==> src/sv/helc_pkg.sv <==
package helc_pkg;

   localparam int unsigned WinWidth   = 20;
   localparam int unsigned WordWidth  = 32;
   localparam int unsigned ClassWidth = 2;
   localparam int unsigned SlotWidth  = 3;
   localparam int unsigned KindWidth  = 2;
   localparam int unsigned NumSummary = 7;
   localparam int unsigned NumIntegral = 3;

   localparam int unsigned ReqDataWidth = 72;
   localparam int unsigned RspDataWidth = 40;
   localparam int unsigned CsrIndexWidth = 2;

   localparam logic [KindWidth-1:0] KIND_SUMMARY  = 2'd0;
   localparam logic [KindWidth-1:0] KIND_INTEGRAL = 2'd1;
   localparam logic [KindWidth-1:0] KIND_END      = 2'd2;

   localparam logic [SlotWidth-1:0] SLOT_ERRCODE  = 3'd0;
   localparam logic [SlotWidth-1:0] SLOT_EVENTS   = 3'd1;
   localparam logic [SlotWidth-1:0] SLOT_PATTERNS = 3'd2;
   localparam logic [SlotWidth-1:0] SLOT_PHASE    = 3'd3;
   localparam logic [SlotWidth-1:0] SLOT_SEED     = 3'd4;
   localparam logic [SlotWidth-1:0] SLOT_POLARITY = 3'd5;
   localparam logic [SlotWidth-1:0] SLOT_QRTHEL   = 3'd6;

   localparam logic [ClassWidth-1:0] CLASS_LOW     = 2'd0;
   localparam logic [ClassWidth-1:0] CLASS_HIGH    = 2'd1;
   localparam logic [ClassWidth-1:0] CLASS_INVALID = 2'd2;

   localparam logic [CsrIndexWidth-1:0] CSR_LOW_MIN  = 2'd0;
   localparam logic [CsrIndexWidth-1:0] CSR_LOW_MAX  = 2'd1;
   localparam logic [CsrIndexWidth-1:0] CSR_HIGH_MIN = 2'd2;
   localparam logic [CsrIndexWidth-1:0] CSR_HIGH_MAX = 2'd3;

   localparam logic [WinWidth-1:0] RESET_LOW_MIN  = 20'd30000;
   localparam logic [WinWidth-1:0] RESET_LOW_MAX  = 20'd60000;
   localparam logic [WinWidth-1:0] RESET_HIGH_MIN = 20'd75000;
   localparam logic [WinWidth-1:0] RESET_HIGH_MAX = 20'd95000;

   localparam logic [WordWidth-1:0] ERR_ERRCODE   = 32'h0101_0000;
   localparam logic [WordWidth-1:0] ERR_EVENTS    = 32'h0102_0000;
   localparam logic [WordWidth-1:0] ERR_PATTERNS  = 32'h0104_0000;
   localparam logic [WordWidth-1:0] ERR_PHASE     = 32'h0108_0000;
   localparam logic [WordWidth-1:0] ERR_SEED      = 32'h0110_0000;
   localparam logic [WordWidth-1:0] ERR_SEED_BIT  = 32'h0120_0000;
   localparam logic [WordWidth-1:0] ERR_POLARITY  = 32'h0140_0000;
   localparam logic [WordWidth-1:0] ERR_QRTHEL    = 32'h0180_0000;
   localparam logic [WordWidth-1:0] ERR_CRATE_CLS = 32'h1000_0000;
   localparam logic [WordWidth-1:0] ERR_PRED_HEL  = 32'h2000_0000;
   localparam logic [WordWidth-1:0] ERR_PRED_SYNC = 32'h4000_0000;
   localparam logic [WordWidth-1:0] ERR_SETTLE    = 32'h8000_0000;

   localparam logic [WordWidth-1:0] ERR_NO_PREDICT = 32'd16;
   localparam logic [WordWidth-1:0] HEL_INVALID    = 32'h0000_1000;

   typedef struct packed {
      logic [WinWidth-1:0] low_min;
      logic [WinWidth-1:0] low_max;
      logic [WinWidth-1:0] high_min;
      logic [WinWidth-1:0] high_max;
   } window_type;

endpackage

==> src/sv/helicity_consistency_checker_core.sv <==
// Channel  Direction  Handshake              Payload
// req      in         req_tvalid/req_tready  tuser kind, tdata slot..secondary_found
// rsp      out        rsp_tvalid/rsp_tready  tdata error_word and three classes
// csr      in         csr_valid/csr_ready    csr_index, csr_data (window edges)
//
// A request is taken into an input register and handled from there, so one
// request is accepted every cycle unless an end-of-event request waits. An
// end-of-event request loads the response register at the edge where it leaves
// the input register. Reset clears the control and accumulated state (not the
// data registers) and loads the default windows. Only an end-of-event request
// waits for a full response register; csr_ready is always high.
module helicity_consistency_checker_core (
   input  logic                                    clock,
   input  logic                                    reset,
   input  logic                                    req_tvalid,
   output logic                                    req_tready,
   // tuser: kind[1:0]
   input  logic [helc_pkg::KindWidth-1:0]          req_tuser,
   // tdata: slot[2:0], primary_value[34:3], secondary_value[66:35],
   // primary_found[67], secondary_found[68], zero fill[71:69]
   input  logic [helc_pkg::ReqDataWidth-1:0]       req_tdata,
   output logic                                    rsp_tvalid,
   input  logic                                    rsp_tready,
   // tdata: error_word[31:0], helicity_class[33:32], sync_class[35:34],
   // settle_class[37:36], zero fill[39:38]
   output logic [helc_pkg::RspDataWidth-1:0]       rsp_tdata,
   input  logic                                    csr_valid,
   output logic                                    csr_ready,
   input  logic [helc_pkg::CsrIndexWidth-1:0]      csr_index,
   input  logic [helc_pkg::WinWidth-1:0]           csr_data
);

   localparam int unsigned W  = helc_pkg::WordWidth;
   localparam int unsigned CW = helc_pkg::ClassWidth;
   localparam int unsigned NS = helc_pkg::NumSummary;
   localparam int unsigned NI = helc_pkg::NumIntegral;

   helc_pkg::window_type window_ff, window_in;

   logic                              in_valid_ff;
   logic [helc_pkg::KindWidth-1:0]    in_kind_ff;
   logic [helc_pkg::SlotWidth-1:0]    in_slot_ff;
   logic [W-1:0]                      in_prim_ff;
   logic [W-1:0]                      in_sec_ff;
   logic                              in_pf_ff;
   logic                              in_sf_ff;

   logic [W-1:0]  error_accum_ff, error_accum_in;
   logic [W-1:0]  summary_ff [NS];
   logic [W-1:0]  summary_in [NS];
   logic [W-1:0]  event_offset_ff, event_offset_in;
   logic [W-1:0]  pattern_offset_ff, pattern_offset_in;
   logic [CW-1:0] class_ff [2*NI];
   logic [CW-1:0] class_in [2*NI];

   logic                                 rsp_valid_ff, rsp_valid_in;
   logic [helc_pkg::RspDataWidth-1:0]    rsp_data_ff, rsp_data_in;

   logic          out_free;
   logic          advance;
   logic          req_fire;
   logic [CW-1:0] prim_class;
   logic [CW-1:0] sec_class;

   logic [W-1:0]  prim_word;
   logic [W-1:0]  err_base;
   logic [W-1:0]  err_e1;
   logic [W-1:0]  err_e2;
   logic [W-1:0]  err_e3;
   logic [W-1:0]  hel_value;
   logic [W-1:0]  pred_value;
   logic          sync_high;
   logic          phase_zero;

   assign out_free   = !rsp_valid_ff || rsp_tready;
   assign advance    = in_valid_ff && (in_kind_ff != helc_pkg::KIND_END || out_free);
   assign req_tready = !in_valid_ff || advance;
   assign req_fire   = req_tvalid && req_tready;
   assign csr_ready  = 1'b1;
   assign rsp_tvalid = rsp_valid_ff;
   assign rsp_tdata  = rsp_data_ff;

   helc_classify u_class_prim (
      .windows     (window_ff),
      .value       (in_prim_ff),
      .value_class (prim_class)
   );

   helc_classify u_class_sec (
      .windows     (window_ff),
      .value       (in_sec_ff),
      .value_class (sec_class)
   );

   always_comb begin
      window_in = window_ff;
      if (csr_valid) begin
         case (csr_index)
            helc_pkg::CSR_LOW_MIN:  window_in.low_min  = csr_data;
            helc_pkg::CSR_LOW_MAX:  window_in.low_max  = csr_data;
            helc_pkg::CSR_HIGH_MIN: window_in.high_min = csr_data;
            helc_pkg::CSR_HIGH_MAX: window_in.high_max = csr_data;
            default: window_in = window_ff;
         endcase
      end
   end

   always_comb begin
      error_accum_in    = error_accum_ff;
      event_offset_in   = event_offset_ff;
      pattern_offset_in = pattern_offset_ff;
      for (int i = 0; i < NS; i++) begin
         summary_in[i] = summary_ff[i];
      end
      for (int i = 0; i < 2*NI; i++) begin
         class_in[i] = class_ff[i];
      end
      rsp_valid_in = rsp_valid_ff && !rsp_tready;
      rsp_data_in  = rsp_data_ff;

      prim_word = '0;
      for (int i = 0; i < NS; i++) begin
         if (in_slot_ff == 3'(i)) begin
            prim_word = summary_ff[i];
         end
      end
      if (in_pf_ff) begin
         prim_word = in_prim_ff;
      end
      err_base = (in_pf_ff && in_slot_ff == helc_pkg::SLOT_ERRCODE) ? in_prim_ff
                                                                    : error_accum_ff;

      hel_value  = (class_ff[0] == helc_pkg::CLASS_LOW)  ? '0 :
                   (class_ff[0] == helc_pkg::CLASS_HIGH) ? W'(1) : helc_pkg::HEL_INVALID;
      pred_value = {{(W-1){1'b0}}, summary_ff[helc_pkg::SLOT_SEED][0]}
                   ^ summary_ff[helc_pkg::SLOT_POLARITY];
      sync_high  = class_ff[1] == helc_pkg::CLASS_HIGH;
      phase_zero = summary_ff[helc_pkg::SLOT_PHASE] == '0;

      err_e1 = error_accum_ff;
      if (class_ff[0] != class_ff[3] || class_ff[1] != class_ff[4]
          || class_ff[2] != class_ff[5]) begin
         err_e1 = err_e1 | helc_pkg::ERR_CRATE_CLS;
      end
      err_e2 = err_e1;
      if (err_e1 != helc_pkg::ERR_NO_PREDICT && class_ff[2] == helc_pkg::CLASS_LOW
          && hel_value != pred_value) begin
         err_e2 = err_e2 | helc_pkg::ERR_PRED_HEL;
      end
      err_e3 = err_e2;
      if (err_e2 != helc_pkg::ERR_NO_PREDICT && class_ff[2] == helc_pkg::CLASS_LOW
          && sync_high != phase_zero) begin
         err_e3 = err_e3 | helc_pkg::ERR_PRED_SYNC;
      end
      if (class_ff[2] != helc_pkg::CLASS_LOW) begin
         err_e3 = err_e3 | helc_pkg::ERR_SETTLE;
      end

      if (advance) begin
         case (in_kind_ff)
            helc_pkg::KIND_SUMMARY: begin
               if (in_slot_ff != 3'(NS)) begin
                  for (int i = 0; i < NS; i++) begin
                     if (in_slot_ff == 3'(i)) begin
                        summary_in[i] = prim_word;
                     end
                  end
                  error_accum_in = err_base;
                  if (in_sf_ff) begin
                     case (in_slot_ff)
                        helc_pkg::SLOT_ERRCODE: begin
                           if (err_base != in_sec_ff) begin
                              error_accum_in = err_base | helc_pkg::ERR_ERRCODE;
                           end
                        end
                        helc_pkg::SLOT_EVENTS: begin
                           if (prim_word != in_sec_ff - event_offset_ff) begin
                              event_offset_in = in_sec_ff - prim_word;
                              error_accum_in  = err_base | helc_pkg::ERR_EVENTS;
                           end
                        end
                        helc_pkg::SLOT_PATTERNS: begin
                           if (prim_word != in_sec_ff - pattern_offset_ff) begin
                              pattern_offset_in = in_sec_ff - prim_word;
                              error_accum_in    = err_base | helc_pkg::ERR_PATTERNS;
                           end
                        end
                        helc_pkg::SLOT_PHASE: begin
                           if (prim_word != in_sec_ff) begin
                              error_accum_in = err_base | helc_pkg::ERR_PHASE;
                           end
                        end
                        helc_pkg::SLOT_SEED: begin
                           if (prim_word != in_sec_ff) begin
                              error_accum_in = err_base | helc_pkg::ERR_SEED;
                           end
                           if (prim_word[0] != in_sec_ff[0]) begin
                              error_accum_in = error_accum_in | helc_pkg::ERR_SEED_BIT;
                           end
                        end
                        helc_pkg::SLOT_POLARITY: begin
                           if (prim_word != in_sec_ff) begin
                              error_accum_in = err_base | helc_pkg::ERR_POLARITY;
                           end
                        end
                        helc_pkg::SLOT_QRTHEL: begin
                           if (prim_word != in_sec_ff) begin
                              error_accum_in = err_base | helc_pkg::ERR_QRTHEL;
                           end
                        end
                        default: error_accum_in = err_base;
                     endcase
                  end
               end
            end
            helc_pkg::KIND_INTEGRAL: begin
               for (int i = 0; i < NI; i++) begin
                  if (in_slot_ff == 3'(i)) begin
                     class_in[i]      = prim_class;
                     class_in[i + NI] = sec_class;
                  end
               end
            end
            helc_pkg::KIND_END: begin
               error_accum_in = err_e3;
               rsp_valid_in   = 1'b1;
               rsp_data_in    = {2'b00, class_ff[2], class_ff[1], class_ff[0], err_e3};
            end
            default: error_accum_in = error_accum_ff;
         endcase
      end
   end

   always_ff @(posedge clock) begin
      if (reset) begin
         window_ff.low_min  <= helc_pkg::RESET_LOW_MIN;
         window_ff.low_max  <= helc_pkg::RESET_LOW_MAX;
         window_ff.high_min <= helc_pkg::RESET_HIGH_MIN;
         window_ff.high_max <= helc_pkg::RESET_HIGH_MAX;
         in_valid_ff        <= 1'b0;
         rsp_valid_ff       <= 1'b0;
         error_accum_ff     <= '0;
         event_offset_ff    <= '0;
         pattern_offset_ff  <= '0;
         for (int i = 0; i < NS; i++) begin
            summary_ff[i] <= '0;
         end
         for (int i = 0; i < 2*NI; i++) begin
            class_ff[i] <= helc_pkg::CLASS_LOW;
         end
      end else begin
         window_ff         <= window_in;
         error_accum_ff    <= error_accum_in;
         event_offset_ff   <= event_offset_in;
         pattern_offset_ff <= pattern_offset_in;
         for (int i = 0; i < NS; i++) begin
            summary_ff[i] <= summary_in[i];
         end
         for (int i = 0; i < 2*NI; i++) begin
            class_ff[i] <= class_in[i];
         end
         rsp_valid_ff <= rsp_valid_in;
         if (req_fire) begin
            in_valid_ff <= 1'b1;
         end else if (advance) begin
            in_valid_ff <= 1'b0;
         end
      end
   end

   always_ff @(posedge clock) begin
      rsp_data_ff <= rsp_data_in;
      if (req_fire) begin
         in_kind_ff <= req_tuser;
         in_slot_ff <= req_tdata[2:0];
         in_prim_ff <= req_tdata[34:3];
         in_sec_ff  <= req_tdata[66:35];
         in_pf_ff   <= req_tdata[67];
         in_sf_ff   <= req_tdata[68];
      end
   end

endmodule

==> src/sv/helc_classify.sv <==
module helc_classify (
   input  helc_pkg::window_type                   windows,
   input  logic [helc_pkg::WordWidth-1:0]         value,
   output logic [helc_pkg::ClassWidth-1:0]        value_class
);

   logic [helc_pkg::WordWidth-1:0] low_min;
   logic [helc_pkg::WordWidth-1:0] low_max;
   logic [helc_pkg::WordWidth-1:0] high_min;
   logic [helc_pkg::WordWidth-1:0] high_max;

   assign low_min  = {{(helc_pkg::WordWidth-helc_pkg::WinWidth){1'b0}}, windows.low_min};
   assign low_max  = {{(helc_pkg::WordWidth-helc_pkg::WinWidth){1'b0}}, windows.low_max};
   assign high_min = {{(helc_pkg::WordWidth-helc_pkg::WinWidth){1'b0}}, windows.high_min};
   assign high_max = {{(helc_pkg::WordWidth-helc_pkg::WinWidth){1'b0}}, windows.high_max};

   always_comb begin
      if (value >= low_min && value <= low_max) begin
         value_class = helc_pkg::CLASS_LOW;
      end else if (value >= high_min && value <= high_max) begin
         value_class = helc_pkg::CLASS_HIGH;
      end else begin
         value_class = helc_pkg::CLASS_INVALID;
      end
   end

endmodule

==> config.mk <==
export PLATFORM = sky130hd
export DESIGN_NAME = helicity_consistency_checker_core
export DESIGN_NICKNAME = d
export VERILOG_FILES = /design/src/sv/helc_pkg.sv /design/src/sv/helicity_consistency_checker_core.sv /design/src/sv/helc_classify.sv
export SDC_FILE = /design/constraint.sdc
export NUM_CORES = 1
export LEC_CHECK = 0
export BUFFER_PORTS_ARGS = -buffer_cell sky130_fd_sc_hd__buf_2
export CAP_MARGIN = 20
export CORE_ASPECT_RATIO = 1.4
export CORE_MARGIN = 1.5
export CORE_UTILIZATION = 40
export CTS_BUF_LIST = sky130_fd_sc_hd__clkbuf_8
export DETAILED_ROUTE_END_ITERATION = 16
export PLACE_DENSITY_LB_ADDON = 0.05
export SYNTH_ARGS = -nofsm -noshare
export SYNTH_HDL_FRONTEND = slang
export SYNTH_SLANG_ARGS = --single-unit
==> constraint.sdc <==
create_clock -name clock -period 13.85 [get_ports clock]
set_input_delay 2.0775 -clock clock [delete_from_list [all_inputs] [get_ports clock]]
set_output_delay 2.0775 -clock clock [all_outputs]
set_load 0.02 [all_outputs]
## After elaboration in Yosys (flattened, before gate mapping)

Memory sizes are Yosys's and may differ from the RTL's.
Cells that the tools add are included.

| cells by class | value |
|---|---|
| add/sub/neg operators | 3 |
| order comparisons | 8 |
| equal/unequal tests | 28 |
| muxes and demuxes | 69 |
| bitwise operators | 14 |
| reduce and logical (&&, ||, !) cells | 37 |

Operators by type and width:

| cell | count |
|---|---|
| 32-bit 2-to-1 mux | 25 |
| 224-bit 2-to-1 mux | 3 |
| 25-bit 2-to-1 mux | 9 |
| 25-bit one-hot mux with 7 select lines | 1 |
| 32-bit by 20-bit greater-or-equal comparator with 1-bit output | 4 |
| 32-bit by 20-bit less-or-equal comparator with 1-bit output | 4 |
| 32-bit != test | 4 |
| 32-bit subtractor | 3 |
| 32-bit by 5-bit != test with 1-bit output (second input constant) | 2 |
| 32-bit one-hot mux with 2 select lines | 1 |
| 32-bit zero test | 1 |
| 2-bit 2-to-1 mux | 16 |
| 13-bit by 32-bit != test with 1-bit output | 1 |
| 1-bit by 32-bit XOR with 32-bit output | 1 |
| 31-bit 2-to-1 mux | 1 |
| 30-bit 2-to-1 mux | 1 |
| 29-bit 2-to-1 mux | 1 |
| 13-bit 2-to-1 mux | 2 |
| 12-bit 2-to-1 mux | 2 |
| 1-bit bitwise OR | 13 |
| 1-bit logical AND | 12 |
| 6-bit AND reduction | 2 |
| 2-bit AND reduction | 5 |
| 3-bit equality test (second input constant) | 3 |
| 15 further kinds | 42 |

| word-level totals | value |
|---|---|
| register bits after elaboration | 287 |
| memory bits (writable) | 236 |
| input port bits | 101 |
| output and inout bits | 43 |
| logic and storage cells | 177 |
| memories kept | 2 |

Memories:

| memory | words | width | rd ports | clocked after Yosys merged registers in | write ports | RTL line | source |
|---|---|---|---|---|---|---|---|
| summary_ff | 7 | 32 | 7 | 0 | 7 | helicity_consistency_checker_core.sv:49 | `logic [W-1:0] summary_ff [NS];` |
| class_ff | 6 | 2 | 6 | 0 | 6 | helicity_consistency_checker_core.sv:53 | `logic [CW-1:0] class_ff [2*NI];` |

## Logic depth before layout (Yosys ltp)

Gate-level depths: netlist (run 1).

| depth | value |
|---|---|
| word-level depth | 16 |
| depth in mapped cells | 22 |

## By module

From an unflattened synthesis (run 1), not the netlist that was laid out.

| unflattened totals | value |
|---|---|
| cells, all modules | 3845 |
| area, all modules | 32210.9 µm² |

Modules (own cells, without submodules):

| module | times used | cells each | area each (µm²) | sequential area each (µm²) |
|---|---|---|---|---|
| helicity_consistency_checker_core | 1 | 3293 | 28184.5 | 11561.1 |
| helc_classify | 2 | 276 | 2013.2 | 0.0 |

## Worst setup path before layout (run 1)

No wires, ideal clock.

| timing | value |
|---|---|
| path kind | in2reg |
| start point | in rsp_tready |
| end point | reg in_kind_ff[0] (netlist bit) (enable) |
| arrival | 5.749 ns |
| required time | 13.308 ns |
| path slack | 7.558 ns |
| cell stages on the path | 2 |
| path buffers | 0 |
| path through | nor2b_1 -> a31oi_1 |

| on the way | value |
|---|---|
| cells in the longest elaborated chain, start to end | 5 |

Ends and longest elaborated chain:

| what | RTL line | source |
|---|---|---|
| from (decl) | helicity_consistency_checker_core.sv:23 | `input logic rsp_tready,` |
| 1-bit logical OR | helicity_consistency_checker_core.sv:75 | `assign out_free = !rsp_valid_ff \|\| rsp_tready;` |
| 1-bit logical OR | helicity_consistency_checker_core.sv:76 | `assign advance = in_valid_ff && (in_kind_ff != helc_pkg::KIND_END \|\| out_free);` |
| 1-bit logical AND | helicity_consistency_checker_core.sv:76 |  |
| 1-bit logical OR | helicity_consistency_checker_core.sv:77 | `assign req_tready = !in_valid_ff \|\| advance;` |
| 1-bit logical AND | helicity_consistency_checker_core.sv:78 | `assign req_fire = req_tvalid && req_tready;` |
| named net req_fire | helicity_consistency_checker_core.sv:61 | `logic req_fire;` |
| to (signal assigned) | helicity_consistency_checker_core.sv:274 | `in_kind_ff <= req_tuser;` |
| to (decl) | helicity_consistency_checker_core.sv:41 | `logic [helc_pkg::KindWidth-1:0] in_kind_ff;` |

The timed path passes the listed nets, and every way through them passes these cells.
A chain may end at the register's enable or synchronous reset.

## Worst setup path after layout (run 1)

| timing | value |
|---|---|
| start point | reg in_slot_ff[0] (netlist bit) |
| end point | reg pattern_offset_ff[31] |

| on the way | value |
|---|---|
| cells in the longest elaborated chain, start to end | 11 |

Ends and longest elaborated chain:

| what | RTL line | source |
|---|---|---|
| from (decl) | helicity_consistency_checker_core.sv:42 | `logic [helc_pkg::SlotWidth-1:0] in_slot_ff;` |
| from (signal assigned) | helicity_consistency_checker_core.sv:275 | `in_slot_ff <= req_tdata[2:0];` |
| parallel branches: the longest is 11 deep, another holds 32-bit subtractor | - |  |
| to (signal assigned) | helicity_consistency_checker_core.sv:255 | `pattern_offset_ff <= pattern_offset_in;` |
| to (decl) | helicity_consistency_checker_core.sv:52 | `logic [W-1:0] pattern_offset_ff, pattern_offset_in;` |

Several ways; the timed one is not identified.

==> metrics.txt, run 1 <==
VDD IR max 0.0723 mV; Logic pwr share 0.171; Core ar. 76600 sq um; Setup CP Type register to register; Cell Area, Synth 30900 sq um; switching share of power 0.314; yosys warns 0; Hold Path Class register to register; Rows 120; R2R depth 19; Die ar. 79000 sq um; Num CTS Buffers 90; relative slew slack 0.225; Arr. time, crit path 7.49 ns; clock root buffer clkbuf_8; Pwr Density 107 nW/um^2; final non-filler cell area 34400 sq um; Post-CTS Setup Inserts 0; GRT Overall Usage 0.306; Cell Int Power 2.52 mW; Final ANT Viol Nets 0; drt first-iter violations 2022; largest net degree at the start of global routing 95; Req. time, crit path 14.47 ns; dominant cell type by area after synthesis dfxtp_1; WL/cell 25.7 microns; clock tree buffer depth 3; Worst-Margin Slew 1.16 ns; Max-Cap Viols 0; Final period util 0.496; HPWL after DPL 88800 microns; # H-tree levels 3; Switch Pwr 1.15 mW; hold path depth 2; Yosys cell types 106; share of cells above drive strength 1 0.107; Synth Register Bits 523; hold_buf cts 0; DP Cell Count 4610; Clk pwr share 0.382; Syn-to-layout area delta 11.3%; drt drc 0; final setup TNS 0 ns; synth cell count leaders nand2_1 (573), dfxtp_1 (414), a21oi_1 (341); Sequential Power Share 0.447; Placed Instance Area 32700 sq um; sequential-to-total area share from yosys stat 0.374; initial antenna violation count 2; crit path time final 6.87 ns; Via density 5.86; Async SR Flop Fraction 0; Post-Layout Cell Count 4778; vias in the first global route 28000; Worst-Skew Late Latency 0.74 ns; starting density of the core 0.404; GRT overflow 0; startpoint types register; Leak 13.1 nW; crit path capture type register; # setup viols final 0; Yosys top cell area share 0.268; worst-path maximum fanout 52; PortBufs 137; top post-synthesis cells by area dfxtp_1 (27%), edfxtp_1 (11%), ha_1 (10%); Fin. Hold Viols 0; Top FF cell, synth dfxtp_1; drt total wl 123000 microns; reg2reg setup slack 6.98 ns; first-pass iteration count of the detailed router 5; routability cong. 0.914; post-CTS sizing 0; maximum clock rate 0.146 GHz; die width 238 microns; RSZ-0062 raised after global routing no; outcome completed; Setup Skew 0.0477 ns; routed vias 28000; global-route wire length before repair 180000 microns; TritonCTS clock tree done; Die Height 332 microns; top-count cell post-synth nand2_1; Mean Syn Cell Area 8.53 sq um; clk sinks 523; Mapped Cells 3623; Ports 144; Clk pin slew, worst setup/hold paths 0.06 ns; number of synthesized flops with an enable pin 109; max-slew violation count 0; nets@finish 4086
placed cells by master, fill, tap and decap left out, types with 47 or more instances in the layout:
cell type	instances
a21o_1	73
xor2_1	47
xnor2_1	105
ha_1	256
clkbuf_8	104
nand4_1	54
nor2_1	265
o21ai_0	92
buf_2	136
a211oi_1	110
edfxtp_1	109
nor3_1	52
a21oi_1	341
mux2i_1	90
buf_4	62
nand3_1	54
nand2_1	573
dfxtp_1	414
inv_1	245
per-stage QoR:
stage | hold WS [ns] | setup slack [ns] | utilization | total power, mW
5_1_grt | 0.471 | 6.75 | 0.449 | 3.82
3_3_place_gp | 0.438 | 7.05 | 0.425 | 2.28
4_1_cts | 0.454 | 6.93 | 0.449 | 3.70
3_5_place_dp | 0.446 | 6.98 | 0.427 | 2.29
6_report | 0.454 | 6.98 | 0.449 | 3.67
2_1_floorplan | 0.431 | 7.56 | - | 2.06
state kept, by name, summed over array words and instances, names as in the netlist, 2 cells and up:
name               cells
event_offset_ff       32
in_slot_ff             3
class_ff              12
in_sec_ff             32
window_ff             80
in_prim_ff            32
pattern_offset_ff     32
rsp_tdata             38
in_kind_ff             2
error_accum_ff        32
summary_ff           224
layout make-up:
class                   count  area [sq um]
well taps                 976          1220
clock inverters            62           313
repair buffers            203          1250
diodes                      2          5.00
flip-flops and latches    523         11600
fillers                  7541         42200
inverters                 217           815
clock buffers             104          1430
multi-input cells        2691         17800
worst max-delay path: stages (launching register included):
cell      delay, ns
edfxtp_1       0.89
buf_4          0.78
clkinv_1       0.98
and3_1         0.49
o32ai_1        0.11
o21a_1         0.27
buf_4          0.27
ha_1           0.22
nand3_1        0.12
o21bai_1       0.22
a21oi_1        0.35
o211ai_1       0.18
and3_1         0.27
o2111a_1       0.28
o21a_1         0.23
o31ai_1        0.46
a21oi_1        0.16
xnor2_1        0.16
nor2_1         0.08
a21o_1         0.22
power groups by stage:
stage	clock [mW]	combinational, mW	sequential (mW)
after global placement	0	0.610	1.67
after detailed placement	0	0.621	1.67
after global routing	1.50	0.682	1.64
after floorplan	0	0.414	1.64
after CTS	1.43	0.624	1.64
final	1.40	0.628	1.64
cells by family (layout without fill, tap and decap cells):
family                   after synthesis  count (layout)  synth area share
other                                  2               5          0.000243
XOR/XNOR                             155             155            0.0450
flip-flops                           523             523             0.374
adder cells (fa/ha/maj)              259             259             0.106
AND/OR/NAND/NOR                     1197            1197             0.172
buffers and inverters                410             586            0.0529
AO/OA/AOI/OAI                        949             949             0.203
multiplexers                         128             128            0.0469
routing by layer:
| layer | share of wire | global-route usage |
|---|---|---|
| met3 | 0.057 | 0.0467 |
| met4 | 0.049 | 0.149 |
| met2 | 0.49 | 0.530 |
| met5 | 0 | 0 |
| met1 | 0.41 | 0.367 |
path summary, 6_finish.rpt:
path                     start               endpoint
max              in_slot_ff[0]  pattern_offset_ff[31]
max reg2reg      in_slot_ff[0]  pattern_offset_ff[31]
min          summary_ff[1][11]      summary_ff[1][11]
min reg2reg  summary_ff[1][11]      summary_ff[1][11]
Note: power is estimated with default switching activity, not from simulation.
==> run 2, diff against run 1 <==
Clock period 13.85 ns to 5.9 ns, I/O delays scaled along.
==> metrics.txt, run 2 (synthesis gave the netlist of run 1 again) <==
outcome completed; Die Height 332 microns (unchanged); grt met1 use 0.392 (+0.0247); share of cells above drive strength 1 0.128 (+0.0206); GRT Max-Usage Layer met2; # setup viols final 0 (unchanged); die width 238 microns (unchanged); Arr. time, crit path 5.72 ns (-1.77 ns); Setup CP Type register to register; Via density 5.85 (-0.16%); Hold Path Class input pin to register; Top reg by flops summary_ff; first-pass iteration count of the detailed router 5 (unchanged); Num CTS Buffers 90 (unchanged); PortBufs 137 (unchanged); switching share of power 0.306 (-0.00811); Ports 144 (unchanged); hold_buf cts 0 (unchanged); clock tree buffer depth 3 (unchanged); largest net degree at the start of global routing 221 (+130%); TritonCTS clock tree done; met3 Use GR 0.0401 (-0.00665); Worst-Margin Slew 1.37 ns (+0.209 ns); Cell Int Power 6.21 mW (+150%); drt total wl 127000 microns (+3.5%); worst-path maximum fanout 30 (-42%); Clk pin slew, worst setup/hold paths 0.06 ns (about the same); Fin. Hold Viols 0 (unchanged); # H-tree levels 3 (unchanged); vias in the first global route 28100 (+0.31%); Core ar. 76600 sq um (unchanged); HPWL after DPL 94700 microns (+6.7%); routed vias 28400 (+1.5%); max-slew violation count 0 (unchanged); met2 GRT Util 0.546 (+0.0157); Final ANT Viol Nets 0 (unchanged); RSZ-0062 raised after global routing no; number of fill cells in the layout 7564 (+0.30%); routability cong. 0.930 (+1.7%); Syn-to-layout area delta 14.0%; Rows 120 (unchanged); Max-Cap Viols 0 (unchanged); Die ar. 79000 sq um (unchanged); nets@finish 4161 (+1.8%); GRT Overall Usage 0.316 (+0.0104); Switch Pwr 2.74 mW (+140%); relative slew slack 0.0858 (-0.139); initial antenna violation count 4 (+2); most common cell after layout, fill and taps aside nand2_1; starting density of the core 0.404 (unchanged); Setup Skew 0.0366 ns (-0.0111 ns); Seq. cell area 11600 sq um (unchanged); Placed Instance Area 33300 sq um (+1.8%); post-layout power 8.95 mW (+140%); crit path time final 5.14 ns (-1.73 ns); most frequent cells in the layout nand2_1 (573), dfxtp_1 (414), a21oi_1 (341), nor2_1 (266), ha_1 (256); drt drc 0 (unchanged); global-route wire length before repair 184000 microns (+2.5%); Final period util 0.871 (+0.375); Largest register FFs 224 (unchanged); startpoint types register; Req. time, crit path 6.48 ns (-7.99 ns); area taken by multi-input logic gates 17800 sq um (about the same); VDD IR max 0.168 mV (+130%); crit path capture type register; maximum clock rate 0.195 GHz (+34%); WL/cell 26.1 microns (+1.7%); Logic pwr share 0.176 (+0.005); final non-filler cell area 35300 sq um (+2.4%); final setup TNS 0 ns (unchanged); Clk pwr share 0.394 (+0.012); GRT overflow 0 (unchanged); clk sinks 523 (unchanged); Pwr Density 254 nW/um^2 (+140%); Post-CTS Setup Inserts 0 (unchanged); clock root buffer clkbuf_8; Sequential Power Share 0.430 (-0.017); post-CTS sizing 0 (unchanged); drt first-iter violations 2359 (+17%); Worst-Skew Late Latency 0.73 ns (about the same); Leak 13.6 nW (+3.7%)
==> run 2: final timing paths <==
check	from	end	slack [ns]	cells after the start
setup / recovery	in_slot_ff[1]	event_offset_ff[9]	0.76	16
hold / removal	req_tdata[24]	in_prim_ff[21]	0.33	1
setup reg to reg	in_slot_ff[1]	event_offset_ff[9]	0.76	16
hold reg to reg	window_ff[18]	window_ff[18]	0.45	2
==> run 2: stage by stage <==
step	instances	utilization	worst slack, ns	hold slack, ns
5_1_grt	4855	0.460	0.359	0.297
4_1_cts	4851	0.460	0.740	0.271
3_5_place_dp	4683	0.435	0.801	0.444
2_1_floorplan	3624	-	0.801	0.431
3_3_place_gp	4683	0.435	0.712	0.437
6_report	4858	0.460	0.762	0.332
==> run 2: power groups by stage <==
stage	clock network (mW)	registers, mW	logic [mW]
5_1_grt	3.77	3.84	1.70
6_report	3.53	3.84	1.57
4_1_cts	3.62	3.84	1.55
3_3_place_gp	0	3.92	1.53
2_1_floorplan	0	3.86	0.972
3_5_place_dp	0	3.92	1.55
==> run 2: final cells by class <==
type	count	area share
Multi-Input combinational cell	2691	0.505
Inverter	217	0.0231
Antenna cell	5	0.000355
Tap cell	976	0.0346
Timing Repair Buffer	278	0.0541
Clock buffer	116	0.0453
Clock inverter	52	0.00926
Sequential cell	523	0.328
==> run 2: worst max-delay path, stage by stage, from the launching register on <==
cell and delay, ns:
edfxtp_1 0.81, buf_4 0.25, buf_12 0.22, buf_4 0.23, mux2_2 0.35, a221oi_1 0.28, nor2_2 0.22, xnor2_2 0.21
xnor2_1 0.40, nor3_1 0.08, a2111oi_0 0.43, a211oi_1 0.13, and4_1 0.31, nor3_4 0.54, buf_12 0.24, mux2i_1 0.19
nor2_1 0.05
==> run 2: routing by layer <==
metal,vias to the layer above,wire [microns]
li1,13300,-
met1,13900,52400
met2,960,61700
met3,249,6770
met4,0,6110
met5,-,0
==> run 3, diff against run 2 <==
Settings changed: PLACE_DENSITY set to 0.7, PLACE_DENSITY_LB_ADDON 0.05 to unset.
==> metrics.txt, run 3 (synthesis gave the netlist of run 1 again) <==
share of cells above drive strength 1 0.120 (-0.00766); r2r startpoint in_slot_ff[0]; Post-CTS Setup Inserts 0 (unchanged); hold_buf cts 0 (unchanged); starting density of the core 0.404 (unchanged); GRT overflow 0 (unchanged); crit path time final 5.39 ns (+0.251 ns); CP startpoint in_slot_ff[0]; most frequent cells in the layout nand2_1 (573), dfxtp_1 (414), a21oi_1 (341), nor2_1 (265), ha_1 (256); # H-tree levels 3 (unchanged); RSZ-0062 raised after global routing no; Ports 144 (unchanged); largest net degree at the start of global routing 216 (-2.3%); R2R depth 12 (-4); PortBufs 137 (unchanged); Worst-Margin Slew 1.22 ns (-0.153 ns); VDD IR max 0.213 mV (+27%); Worst-Skew Late Latency 0.73 ns (about the same); most common cell after layout, fill and taps aside nand2_1; drt first-iter violations 2744 (+16%); Hold EP in_sec_ff[31]; hold path depth 1 (unchanged); WL/cell 23.8 microns (-9.1%); Via density 5.89 (+0.72%); routability cong. 0.993 (+6.8%); TritonCTS clock tree done; Req. time, crit path 6.46 ns (-0.02 ns); Syn-to-layout area delta 12.8%; drt total wl 115000 microns (-9.8%); hold_sp req_tdata[66]; drt drc 0 (unchanged); clock tree buffer depth 3 (unchanged); routed vias 28400 (-0.084%); Top reg by flops summary_ff; dpl ws 0.730 ns (-0.0711 ns); post-layout power 8.65 mW (-3.3%); relative slew slack 0.188 (+0.102); Setup CP Type register to register; Max-Cap Viols 0 (unchanged); Final period util 0.913 (+0.0425); GRT Overall Usage 0.285 (-0.0318); Pwr Density 248 nW/um^2 (-2.3%); Die Height 332 microns (unchanged); clock root buffer clkbuf_8; first-pass iteration count of the detailed router 7 (+2); Final ANT Viol Nets 0 (unchanged); HPWL after DPL 84500 microns (-11%); WHS 0.335 ns (+0.00292 ns); Final WS setup 0.511 ns (-0.251 ns); post-CTS sizing 0 (unchanged); max-slew violation count 0 (unchanged); outcome completed; global-route wire length before repair 169000 microns (-8.3%); Hold Path Class input pin to register; vias in the first global route 27200 (-3.0%); Arr. time, crit path 5.94 ns (+0.22 ns); Leak 13.4 nW (-1.5%); Setup Skew 0.0369 ns (+0.000290 ns); Num CTS Buffers 84 (-6.7%); Critical R2R Capture error_accum_ff[23]; initial antenna violation count 1 (-3); die width 238 microns (unchanged); Die ar. 79000 sq um (unchanged); Rows 120 (unchanged); Clk pin slew, worst setup/hold paths 0.07 ns (about the same); nets@finish 4136 (-0.60%); Core ar. 76600 sq um (unchanged); number of fill cells in the layout 7418 (-1.9%); worst-path maximum fanout 17 (-43%); Fin. Hold Viols 0 (unchanged); reg2reg setup slack 0.51 ns (-0.25 ns); Largest register FFs 224 (unchanged); startpoint types register; clk sinks 523 (unchanged); # setup viols final 0 (unchanged); post-layout util 0.456 (-0.00480); crit path capture type register; maximum clock rate 0.186 GHz (-4.7%); final setup TNS 0 ns (unchanged)
[run 3: cell type report]
type / count / area (sq um) / area share
clock inverters: 57 / 420 / 0.0121
clock buffers: 94 / 1290 / 0.0371
diodes: 2 / 5.00 / 0.000143
inverters: 217 / 815 / 0.0234
multi-input cells: 2691 / 17800 / 0.511
repair buffers: 259 / 1750 / 0.0502
well taps: 976 / 1220 / 0.0350
flip-flops and latches: 523 / 11600 / 0.331
[run 3: critical path, stage by stage, from the launching register on]
cell      delay [ns]
edfxtp_1        0.86
buf_4           0.43
mux4_2          0.59
a222oi_1        0.34
buf_4           0.25
ha_1            0.27
nand3_1         0.32
nor4_1          0.58
nand4_1         0.34
o21ai_0         0.67
o22ai_1         0.21
a31oi_1         0.25
a211oi_1        0.07
[run 3: metrics by stage]
step / cells / cell area, sq um
2_1_floorplan: 3624 / 30900
3_3_place_gp: 4664 / 33100
3_5_place_dp: 4665 / 33100
4_1_cts: 4816 / 34800
5_1_grt: 4818 / 34900
6_report: 4819 / 34900
[run 3: metal layers]
layer	track usage	vias up	part of all wire
met3	0.0524	430	0.080
li1	-	13300	-
met4	0.223	0	0.089
met2	0.469	1345	0.46
met5	0	-	0
met1	0.324	13400	0.37
[run 3: how the worst max path moves through the flow]
| stage | slack (ns) | end | depth (start not counted) |
|---|---|---|---|
| 3_3_place_gp | 0.77 | event_offset_ff[30] | 17 |
| 2_1_floorplan | 0.80 | in_kind_ff[0] | 2 |
| 5_1_grt | 0.40 | error_accum_ff[23] | 15 |
| 3_5_place_dp | 0.73 | error_accum_ff[20] | 12 |
| 6_report | 0.51 | error_accum_ff[23] | 12 |
| 4_1_cts | 0.63 | error_accum_ff[23] | 12 |
[run 3: where the power goes]
| group | switching, mW | internal [mW] | leakage, nW |
|---|---|---|---|
| sequential | 0.116 | 3.72 | 4.38 |
| combinational | 0.957 | 0.563 | 7.98 |
| clock | 1.57 | 1.73 | 0.987 |
| total | 2.64 | 6.01 | 13.4 |
